### src/sv/slri_pkg.sv
// ----------------------------------------------------------------------------
// slri_pkg
// Shared types and codes for the sorted list insert/remove unit.
// ----------------------------------------------------------------------------
`default_nettype none

package slri_pkg;

    typedef enum logic [1:0] {
        CMD_INSERT = 2'd0,
        CMD_REMOVE = 2'd1,
        CMD_READ   = 2'd2,
        CMD_NOP    = 2'd3
    } t_cmd;

    typedef enum logic [2:0] {
        ST_OK        = 3'd0,
        ST_NOT_FOUND = 3'd1,
        ST_FULL      = 3'd2,
        ST_EMPTY     = 3'd3,
        ST_RANK      = 3'd4
    } t_status;

    // per-cycle command to every cell of the row
    typedef struct packed {
        logic do_ins;
        logic do_rem;
    } t_cell_ctrl;

endpackage

`default_nettype wire

### src/sv/slri_cell.sv
// ----------------------------------------------------------------------------
// slri_cell
// One slot of the ordered row: holds a key, compares it with the command key;
// insert takes the left neighbour's or command key, remove the right one's.
// ----------------------------------------------------------------------------
`default_nettype none

module slri_cell #(
    parameter int KEY_WIDTH = 32
) (
    input  wire                      i_clk,
    input  slri_pkg::t_cell_ctrl     i_ctrl,
    input  wire  [KEY_WIDTH-1:0]     i_key,
    input  wire                      i_valid,
    input  wire  [KEY_WIDTH-1:0]     i_left_entry,
    input  wire                      i_left_open,
    input  wire  [KEY_WIDTH-1:0]     i_right_entry,
    input  wire                      i_sel_rd,
    input  wire                      i_sel_last,
    output logic [KEY_WIDTH-1:0]     o_entry,
    output logic                     o_open,
    output logic                     o_ge,
    output logic                     o_eq,
    output logic [KEY_WIDTH-1:0]     o_tap_rd,
    output logic [KEY_WIDTH-1:0]     o_tap_last
);

    logic [KEY_WIDTH-1:0] r_entry;
    logic [KEY_WIDTH-1:0] n_entry;

    // open: insert position is here or to the left
    assign o_open = !i_valid || ($signed(r_entry) > $signed(i_key));
    assign o_ge   = i_valid && ($signed(r_entry) >= $signed(i_key));
    assign o_eq   = i_valid && (r_entry == i_key);

    always_comb begin
        n_entry = r_entry;
        if (i_ctrl.do_ins) begin
            if (i_left_open) begin
                n_entry = i_left_entry;
            end else if (o_open) begin
                n_entry = i_key;
            end
        end else if (i_ctrl.do_rem && o_ge) begin
            n_entry = i_right_entry;
        end
    end

    always_ff @(posedge i_clk) begin
        r_entry <= n_entry;
    end

    assign o_entry    = r_entry;
    assign o_tap_rd   = i_sel_rd   ? r_entry : '0;
    assign o_tap_last = i_sel_last ? r_entry : '0;

endmodule

`default_nettype wire

### src/sv/sorted_list_insert_remove_unit.sv
// ----------------------------------------------------------------------------
// sorted_list_insert_remove_unit
// Bounded ascending store of signed keys held in a row of compare cells.
// ----------------------------------------------------------------------------
// Usage:
//   Drive i_cmd, i_value and i_rank with start high; the item is taken at
//   the edge where start is high and busy is low.
//   Insert puts the key after its equals, remove drops the first equal
//   entry, read returns the entry at i_rank counted from the smallest.
//   Every item gives one result, shown for one cycle with o_done high:
//   status, read value, entry count, smallest, largest and empty flag.
//   Timing: the row updates at the accepting edge; the result is
//   registered at the next edge, as o_done rises. busy is high for one
//   cycle after each accept, and no new item is taken while busy is
//   high. Reset clears the count and the busy and done flags only; key
//   slots hold unknown data until written and are never shown before
//   that. The receiver cannot stall: each result is taken in its strobe
//   cycle.
// ----------------------------------------------------------------------------
`default_nettype none

module sorted_list_insert_remove_unit #(
    parameter int DEPTH     = 16,
    parameter int KEY_WIDTH = 32
) (
    input  wire         i_clk,
    input  wire         i_rst_n,
    input  wire         start,
    output logic        busy,
    input  wire  [1:0]  i_cmd,
    input  wire  [31:0] i_value,
    input  wire  [3:0]  i_rank,
    output logic        o_done,
    output logic [2:0]  o_status,
    output logic [31:0] o_read_value,
    output logic [4:0]  o_entry_count,
    output logic [31:0] o_smallest,
    output logic [31:0] o_largest,
    output logic        o_is_empty
);

    localparam int CW = $clog2(DEPTH + 1);
    localparam int EW = (CW > 5) ? CW : 5;

    logic                   r_pend;
    logic                   r_done;
    logic [CW-1:0]          r_count;
    logic [CW-1:0]          n_count;
    slri_pkg::t_status      r_status;
    slri_pkg::t_status      n_status;
    logic                   r_rd_ok;
    logic [3:0]             r_rank;

    logic [2:0]             r_o_status;
    logic [31:0]            r_o_read_value;
    logic [4:0]             r_o_count;
    logic [31:0]            r_o_smallest;
    logic [31:0]            r_o_largest;
    logic                   r_o_empty;

    logic                   accept;
    slri_pkg::t_cmd         cmd;
    logic [KEY_WIDTH-1:0]   key;
    logic                   full;
    logic                   found;
    logic                   rank_ok;
    slri_pkg::t_cell_ctrl   ctrl;
    logic [EW-1:0]          cnt_ext;

    logic [KEY_WIDTH-1:0]   entry    [DEPTH];
    logic [KEY_WIDTH-1:0]   tap_rd   [DEPTH];
    logic [KEY_WIDTH-1:0]   tap_last [DEPTH];
    logic [DEPTH-1:0]       valid;
    logic [DEPTH-1:0]       open_v;
    logic [DEPTH-1:0]       ge_v;
    logic [DEPTH-1:0]       eq_v;
    logic [DEPTH-1:0]       sel_rd;
    logic [DEPTH-1:0]       sel_last;

    logic [KEY_WIDTH-1:0]   rd_key;
    logic [KEY_WIDTH-1:0]   last_key;
    logic [31:0]            rd_out;
    logic [31:0]            last_out;
    logic [31:0]            first_out;

    assign accept = start && !r_pend;
    assign busy   = r_pend;
    assign cmd    = slri_pkg::t_cmd'(i_cmd);
    assign full   = (32'(r_count) >= 32'(DEPTH));
    assign found  = |eq_v;
    assign cnt_ext = EW'(r_count);
    assign rank_ok = (EW'(i_rank) < cnt_ext);

    // key is the low KEY_WIDTH bits of the 32-bit value, zero-extended if wider
    generate
        if (KEY_WIDTH <= 32) begin : g_key_narrow
            assign key       = i_value[KEY_WIDTH-1:0];
            assign rd_out    = 32'($signed(rd_key));
            assign last_out  = 32'($signed(last_key));
            assign first_out = 32'($signed(entry[0]));
        end else begin : g_key_wide
            assign key       = {{(KEY_WIDTH-32){1'b0}}, i_value};
            assign rd_out    = rd_key[31:0];
            assign last_out  = last_key[31:0];
            assign first_out = entry[0][31:0];
        end
    endgenerate

    assign ctrl.do_ins = accept && (cmd == slri_pkg::CMD_INSERT) && !full;
    assign ctrl.do_rem = accept && (cmd == slri_pkg::CMD_REMOVE) && found;

    genvar gi;
    generate
        for (gi = 0; gi < DEPTH; gi++) begin : g_row
            assign valid[gi]  = (32'(r_count) > 32'(gi));
            assign sel_rd[gi] = (32'(r_rank) == 32'(gi));
            if (gi == DEPTH - 1) begin : g_tail
                assign sel_last[gi] = valid[gi];
            end else begin : g_mid
                assign sel_last[gi] = valid[gi] && !valid[gi+1];
            end

            slri_cell #(
                .KEY_WIDTH (KEY_WIDTH)
            ) u_cell (
                .i_clk         (i_clk),
                .i_ctrl        (ctrl),
                .i_key         (key),
                .i_valid       (valid[gi]),
                .i_left_entry  ((gi == 0) ? key : entry[(gi == 0) ? 0 : gi-1]),
                .i_left_open   ((gi == 0) ? 1'b0 : open_v[(gi == 0) ? 0 : gi-1]),
                .i_right_entry (entry[(gi == DEPTH-1) ? gi : gi+1]),
                .i_sel_rd      (sel_rd[gi]),
                .i_sel_last    (sel_last[gi]),
                .o_entry       (entry[gi]),
                .o_open        (open_v[gi]),
                .o_ge          (ge_v[gi]),
                .o_eq          (eq_v[gi]),
                .o_tap_rd      (tap_rd[gi]),
                .o_tap_last    (tap_last[gi])
            );
        end
    endgenerate

    always_comb begin
        rd_key   = '0;
        last_key = '0;
        for (int k = 0; k < DEPTH; k++) begin
            rd_key   = rd_key | tap_rd[k];
            last_key = last_key | tap_last[k];
        end
    end

    always_comb begin
        n_status = slri_pkg::ST_OK;
        n_count  = r_count;
        unique case (cmd)
            slri_pkg::CMD_INSERT: begin
                if (full) begin
                    n_status = slri_pkg::ST_FULL;
                end else begin
                    n_count = r_count + CW'(1);
                end
            end
            slri_pkg::CMD_REMOVE: begin
                if (r_count == '0) begin
                    n_status = slri_pkg::ST_EMPTY;
                end else if (!found) begin
                    n_status = slri_pkg::ST_NOT_FOUND;
                end else begin
                    n_count = r_count - CW'(1);
                end
            end
            slri_pkg::CMD_READ: begin
                if (r_count == '0) begin
                    n_status = slri_pkg::ST_EMPTY;
                end else if (!rank_ok) begin
                    n_status = slri_pkg::ST_RANK;
                end
            end
            slri_pkg::CMD_NOP: begin
                n_status = slri_pkg::ST_OK;
            end
        endcase
    end

    always_ff @(posedge i_clk) begin
        if (!i_rst_n) begin
            r_pend  <= 1'b0;
            r_done  <= 1'b0;
            r_count <= '0;
        end else begin
            r_pend <= accept;
            r_done <= r_pend;
            if (accept) begin
                r_count <= n_count;
            end
        end
    end

    always_ff @(posedge i_clk) begin
        if (accept) begin
            r_status <= n_status;
            r_rank   <= i_rank;
            r_rd_ok  <= (cmd == slri_pkg::CMD_READ) && (r_count != '0) && rank_ok;
        end
        if (r_pend) begin
            r_o_status     <= r_status;
            r_o_read_value <= r_rd_ok ? rd_out : 32'd0;
            r_o_count      <= cnt_ext[4:0];
            r_o_empty      <= (r_count == '0);
            r_o_smallest   <= (r_count == '0) ? 32'd0 : first_out;
            r_o_largest    <= (r_count == '0) ? 32'd0 : last_out;
        end
    end

    assign o_done        = r_done;
    assign o_status      = r_o_status;
    assign o_read_value  = r_o_read_value;
    assign o_entry_count = r_o_count;
    assign o_smallest    = r_o_smallest;
    assign o_largest     = r_o_largest;
    assign o_is_empty    = r_o_empty;

    // checks
    a_done_follows: assert property (@(posedge i_clk) disable iff (!i_rst_n)
        r_pend |=> (r_done && !r_pend))
        else $error("result strobe missing after item");

    a_count_bound: assert property (@(posedge i_clk) disable iff (!i_rst_n)
        32'(r_count) <= 32'(DEPTH))
        else $error("entry count beyond depth");

    a_full_keeps: assert property (@(posedge i_clk) disable iff (!i_rst_n)
        (accept && (cmd == slri_pkg::CMD_INSERT) && full) |=> $stable(r_count))
        else $error("insert into full store changed the count");

    a_empty_flag: assert property (@(posedge i_clk) disable iff (!i_rst_n)
        r_done |-> (o_is_empty == (o_entry_count == 5'd0)))
        else $error("empty flag disagrees with count");

endmodule

`default_nettype wire

### config.mk
export PLATFORM = sky130hd
export DESIGN_NAME = sorted_list_insert_remove_unit
export DESIGN_NICKNAME = d
export VERILOG_FILES = /design/src/sv/slri_pkg.sv /design/src/sv/slri_cell.sv /design/src/sv/sorted_list_insert_remove_unit.sv
export SDC_FILE = /design/constraint.sdc
export NUM_CORES = 2
export LEC_CHECK = 0
export ABC_CLOCK_PERIOD_IN_PS = 11800
export BUFFER_PORTS_ARGS = -buffer_cell sky130_fd_sc_hd__buf_4
export CAP_MARGIN = 40
export CORE_MARGIN = 10
export CORE_UTILIZATION = 55
export CTS_CLUSTER_DIAMETER = 120
export DETAILED_ROUTE_END_ITERATION = 8
export PLACE_DENSITY = 0.72
export SLEW_MARGIN = 20
export SYNTH_ARGS = -nofsm -noshare
export SYNTH_HDL_FRONTEND = slang
export SYNTH_HIERARCHICAL = 1
export SYNTH_SLANG_ARGS = --single-unit
### constraint.sdc
create_clock -name i_clk -period 11.8 [get_ports i_clk]
set_input_delay 1.77 -clock i_clk [delete_from_list [all_inputs] [get_ports i_clk]]
set_output_delay 1.77 -clock i_clk [all_outputs]
set_load 0.03 [all_outputs]
* After elaboration in Yosys (flattened, before gate mapping)
Index checks and enable logic that the tools add are counted.
** Word-level totals
- Register bits :: 632
- Bits of input ports :: 41
** Cells by class
- Add/sub/neg operators :: 2
- Order comparisons :: 49
- Equal/unequal tests :: 52
- Muxes and demuxes :: 103
- Bitwise operators :: 30
- Reductions and logical operators :: 141
** Operators with widths (number)
- $mux W32 :: 93
- $or A32 B32 Y32 :: 30
- $eq A32 B32 Y1 :: 16
- $gt A32 B32 Y1 :: 16
- $ge A32 B32 Y1 :: 15
- $logic_and A1 B1 Y1 :: 68
- $ne A3 B1 Y1 const B :: 14
- $gt A5 B4 Y1 const B :: 8
- $reduce_bool A2 Y1 :: 17
- $eq A4 B4 Y1 const B :: 8
- $reduce_and A2 Y1 :: 16
- $gt A5 B3 Y1 const B :: 4
- $logic_not A1 Y1 :: 18
- $eq A4 B3 Y1 const B :: 4
- $logic_or A1 B1 Y1 :: 16
- $reduce_or A16 Y1 :: 1
- $mux W5 :: 3
- $pmux W3 S4 :: 1
- $gt A5 B1 Y1 const B :: 2
- $gt A5 B2 Y1 const B :: 2
- $pmux W5 S2 :: 1
- $eq A4 B2 Y1 const B :: 2
- $mux W3 :: 2
- $ne A2 B2 Y1 const B :: 3
- other kinds (15) :: 17

* Longest topological paths before layout
- Word-level depth :: 19
- Mapped depth :: 15

* By module
The synthesis kept the hierarchy.
** By module, submodules not included
- slri_cell :: times used 16, cells an instance 338, area an instance 2915.3 sq um, seq. area each 960.9 sq um
- sorted_list_insert_remove_unit :: times used 1, cells an instance 667, area an instance 6920.4 sq um, seq. area each 3533.4 sq um

* Worst setup path before layout
Ideal clock, no wire load.
- Path kind :: reg-to-reg
- Start :: register r_pend, in the netlist busy
- End :: register g_row[0].u_cell.r_entry[0], enable pin
- Data arrival time :: 5240 ps
- Data required time :: 11411 ps
- Path slack :: 6170 ps
- Stages on the path, launching flop included :: 8
- Cell sequence :: dfxtp_1 -> nand2b_1 -> a2111o_1 -> nor2_1 -> clkbuf_1 -> o21a_1 -> a31oi_1 -> nand2_1
** RTL lines
- start: declaration :: line sorted_list_insert_remove_unit.sv:45 : logic r_pend;
- start signal: assignment :: line sorted_list_insert_remove_unit.sv:193 : r_pend <= accept;
- end signal: assignment :: line slri_cell.sv:50 : r_entry <= n_entry;
- end: declaration :: line slri_cell.sv:28 : logic [KEY_WIDTH-1:0] r_entry;

==> impl_table.tex <==
\begin{tabular}{lr}
\hline
Metric & Value \\
\hline
\multicolumn{2}{l}{\textbf{Timing}} \\
Shortest clock period the worst path allows after layout & 6.054 ns \\
Number of pins exceeding their max-slew limit in the final report & 0 \\
Setup TNS & 0 ns \\
Hold\_ws & 0.4174 ns \\
Final Skew & 0.03145 ns \\
Worst-Margin Slew & 1.139 ns \\
Number of hold-slack violations in the final timing report & 0 \\
Setup repair after global routing missed its margin & false \\
Final number of setup-violating endpoints & 0 \\
Worst max-slew margin expressed relative to the limit & 0.2405 \\
Period Utilization, post-route & 0.5130 \\
Fmax & 165.2 MHz \\
\multicolumn{2}{l}{\textbf{Route}} \\
Routed wire length & 177600 um \\
WL/cell & 23.76 um \\
Number of design-rule violations left by the first detailed-router iteration & 5914 \\
Total via count after detailed routing & 46001 \\
Antenna viol nets, final & 0 \\
Count of unresolved DRC violations after routing & 0 \\
Via density per instance & 6.154 \\
Number of iterations in the first detailed-routing pass & 6 \\
\multicolumn{2}{l}{\textbf{Cells and area}} \\
Final cell area excluding filler cells & 59320 um\^{}2 \\
Share of cells above drive strength 1 & 0.08746 \\
Area growth from synthesis to final layout & 10.93\% \\
Fillers & 8172 \\
Utilization after layout & 0.6143 \\
Final-stage net count & 6694 \\
\multicolumn{2}{l}{\textbf{Global route}} \\
First-pass GRT wire length & 264000 um \\
Via count of the first global-routing pass & 42224 \\
Number of antenna violations at the first check in global routing & 10 \\
Maximum number of pins on one net before global-route repair & 237 \\
Total routing usage reported by global routing & 0.3051 \\
GR Overflow Total & 0 \\
\multicolumn{2}{l}{\textbf{Place}} \\
Global placement routability congestion & 0.9468 \\
Quantity of I/O buffers inserted on ports & 147 \\
DPL Wire Length & 129300 um \\
Post-DP Area & 56400 um\^{}2 \\
\multicolumn{2}{l}{\textbf{Setup path}} \\
Class of the most critical setup path & in2reg \\
Reg-to-reg startpoint & cnt\_ext[4]\$\_SDFFE\_PN0P\_ \\
Crit-path max FO & 33 \\
Critical path arrival & 6.40 ns \\
Kind of end point of the critical path & flip-flop \\
Type of element launching the critical path & input port \\
CP Launch Point & i\_value[31] \\
Reg2reg path depth & 12 \\
Required time at the worst-slack endpoint & 12.14 ns \\
\multicolumn{2}{l}{\textbf{Clock network}} \\
Number of buffers on the longest clock path & 3 \\
Number of buffers added by the clock tree synthesis step & 79 \\
Number of cells upsized or downsized after cts & 0 \\
Clock tree root buffer cell & clkbuf\_16 \\
Number of buffers inserted for hold repair after clock tree synthesis & 0 \\
Source-to-sink clock delay at the later pin of the worst-skew pair & 0.67 ns \\
TritonCTS clock tree & yes \\
TritonCTS Sinks & 632 \\
Postcts setup bufs & 0 \\
H-Tree Depth & 3 \\
Register clock-pin slew on the reported worst setup and hold paths & 0.06 ns \\
\multicolumn{2}{l}{\textbf{Power and ir drop}} \\
Total power after layout & 0.006633 W \\
Internal Dissipation & 0.004645 W \\
Largest voltage drop on the vdd net & 0.0001175 V \\
Sequential power share & 0.426 \\
Total power density per cell area & 111.8 nW/um\^{}2 \\
Combinational cell fraction of total power & 0.182 \\
Leak Pwr & 28.87 nW \\
Switch share & 0.2997 \\
Clock power share & 0.393 \\
Net switching power of the design & 0.001987 W \\
\multicolumn{2}{l}{\textbf{Worst hold path}} \\
Hold path start & r\_status[0]\$\_DFFE\_PP\_ \\
Number of stages on the worst hold path & 0 \\
Min-delay worst type & reg2reg \\
\multicolumn{2}{l}{\textbf{Synthesis}} \\
Summed instance area of the synthesized netlist & 53480 um\^{}2 \\
Synthesized netlist net count & 6619 \\
Yosys warns & 6 \\
Cells after Synth & 6058 \\
Avg Synthesized Cell Area & 8.828 um\^{}2 \\
\multicolumn{2}{l}{\textbf{Flow run}} \\
MaxCap Viol Count & 0 \\
\multicolumn{2}{l}{\textbf{Die}} \\
Initial Util & 0.5538 \\
I/O pin total & 148 \\
Vertical extent of the die & 331.8 um \\
\# rows & 114 \\
Full die area & 110100 um\^{}2 \\
Floorplan die width & 331.8 um \\
Area of the core region & 96570 um\^{}2 \\
\multicolumn{2}{l}{\textbf{Run status}} \\
Run status & completed \\
\hline
\end{tabular}
==> flip-flops by register name (all words and copies together), names as in the netlist <==
register,count
r_rd_ok,1
busy,1
r_status,3
o_smallest,32
g_row.u_cell/o_entry,512
o_entry_count,5
cnt_ext,5
r_rank,4
o_largest,32
o_is_empty,1
o_read_value,32
o_done,1
o_status,3
==> cell usage in the layout, fill, tap and decap left out, types with 14 or more instances in the layout <==
cell,count
mux2i_1,514
o21ai_0,75
nand4_2,32
clkdlybuf4s15_2,14
a21oi_1,743
a22oi_1,17
clkbuf_16,83
and2_1,1025
clkinv_1,14
nand2_2,23
a31oi_1,19
edfxtp_1,625
clkinv_2,15
nand2_1,205
nor4_2,34
nor4_1,260
o21ai_1,16
nor2b_1,34
nor2_1,619
a31o_1,32
a21o_1,32
a41oi_1,32
nand3_1,53
buf_4,213
a21oi_4,15
nand4_1,49
o21a_1,17
nand2b_1,23
and4_1,34
clkbuf_2,21
ha_1,520
inv_1,619
o211a_1,16
a211o_1,16
a221oi_1,16
==> worst max-delay path, cell delays in order <==
cell,delay [ns]
buf_4,0.32
inv_1,0.08
ha_1,0.35
nand4_1,0.19
nor4_2,0.60
nand4_1,0.15
inv_1,0.26
nor4_1,0.10
clkbuf_2,0.18
nand4_1,0.45
and3_1,0.24
buf_4,0.35
nand2_1,0.10
a211o_1,0.29
nand2_1,0.49
buf_4,0.38
==> power by group through the flow <==
stage / combinational, W / clock (W) / sequential, W
final: 0.00121 / 0.00261 / 0.00282
after global placement: 0.00110 / 0 / 0.00286
after floorplan: 0.000733 / 0 / 0.00282
after detailed placement: 0.00116 / 0 / 0.00286
after CTS: 0.00117 / 0.00263 / 0.00281
after global routing: 0.00132 / 0.00272 / 0.00284
==> routing by layer <==
metal / GRT usage / routed length, um / vias to the layer above
li1: - / - / 21534
met1: 0.4234 / 74170 / 21679
met2: 0.4553 / 76110 / 2463
met3: 0.08540 / 21760 / 317
met4: 0.09627 / 5523 / 8
met5: 0 / 48 / -
==> per-stage QoR <==
step,setup WS [ns],instances
6_report,5.746,7475
2_1_floorplan,6.170,6058
3_3_place_gp,5.293,7262
5_1_grt,5.435,7474
4_1_cts,5.962,7446
3_5_place_dp,5.290,7301
==> cell type report <==
class | instances | area [um^2] | share of cell area
Inverter | 621 | 2333 | 0.03934
Clock inverter | 51 | 589.3 | 0.009934
Multi-Input combinational cell | 4517 | 31410 | 0.5294
Antenna cell | 2 | 5.005 | 0.00008437
Timing Repair Buffer | 282 | 2362 | 0.03982
Clock buffer | 94 | 2118 | 0.03571
Sequential cell | 632 | 18910 | 0.3188
Tap cell | 1276 | 1597 | 0.02691
==> path summary, 6_finish.rpt <==
check	end	slack, ns
setup / recovery	g_row[2].u_cell/o_entry[21]$_DFFE_PP_	5.75
hold / removal	o_status[0]$_DFFE_PP_	0.42
setup reg to reg	g_row[0].u_cell/o_entry[17]$_DFFE_PP_	6.38
hold reg to reg	o_status[0]$_DFFE_PP_	0.42
No activity file was read; power rests on OpenSTA's default activity.
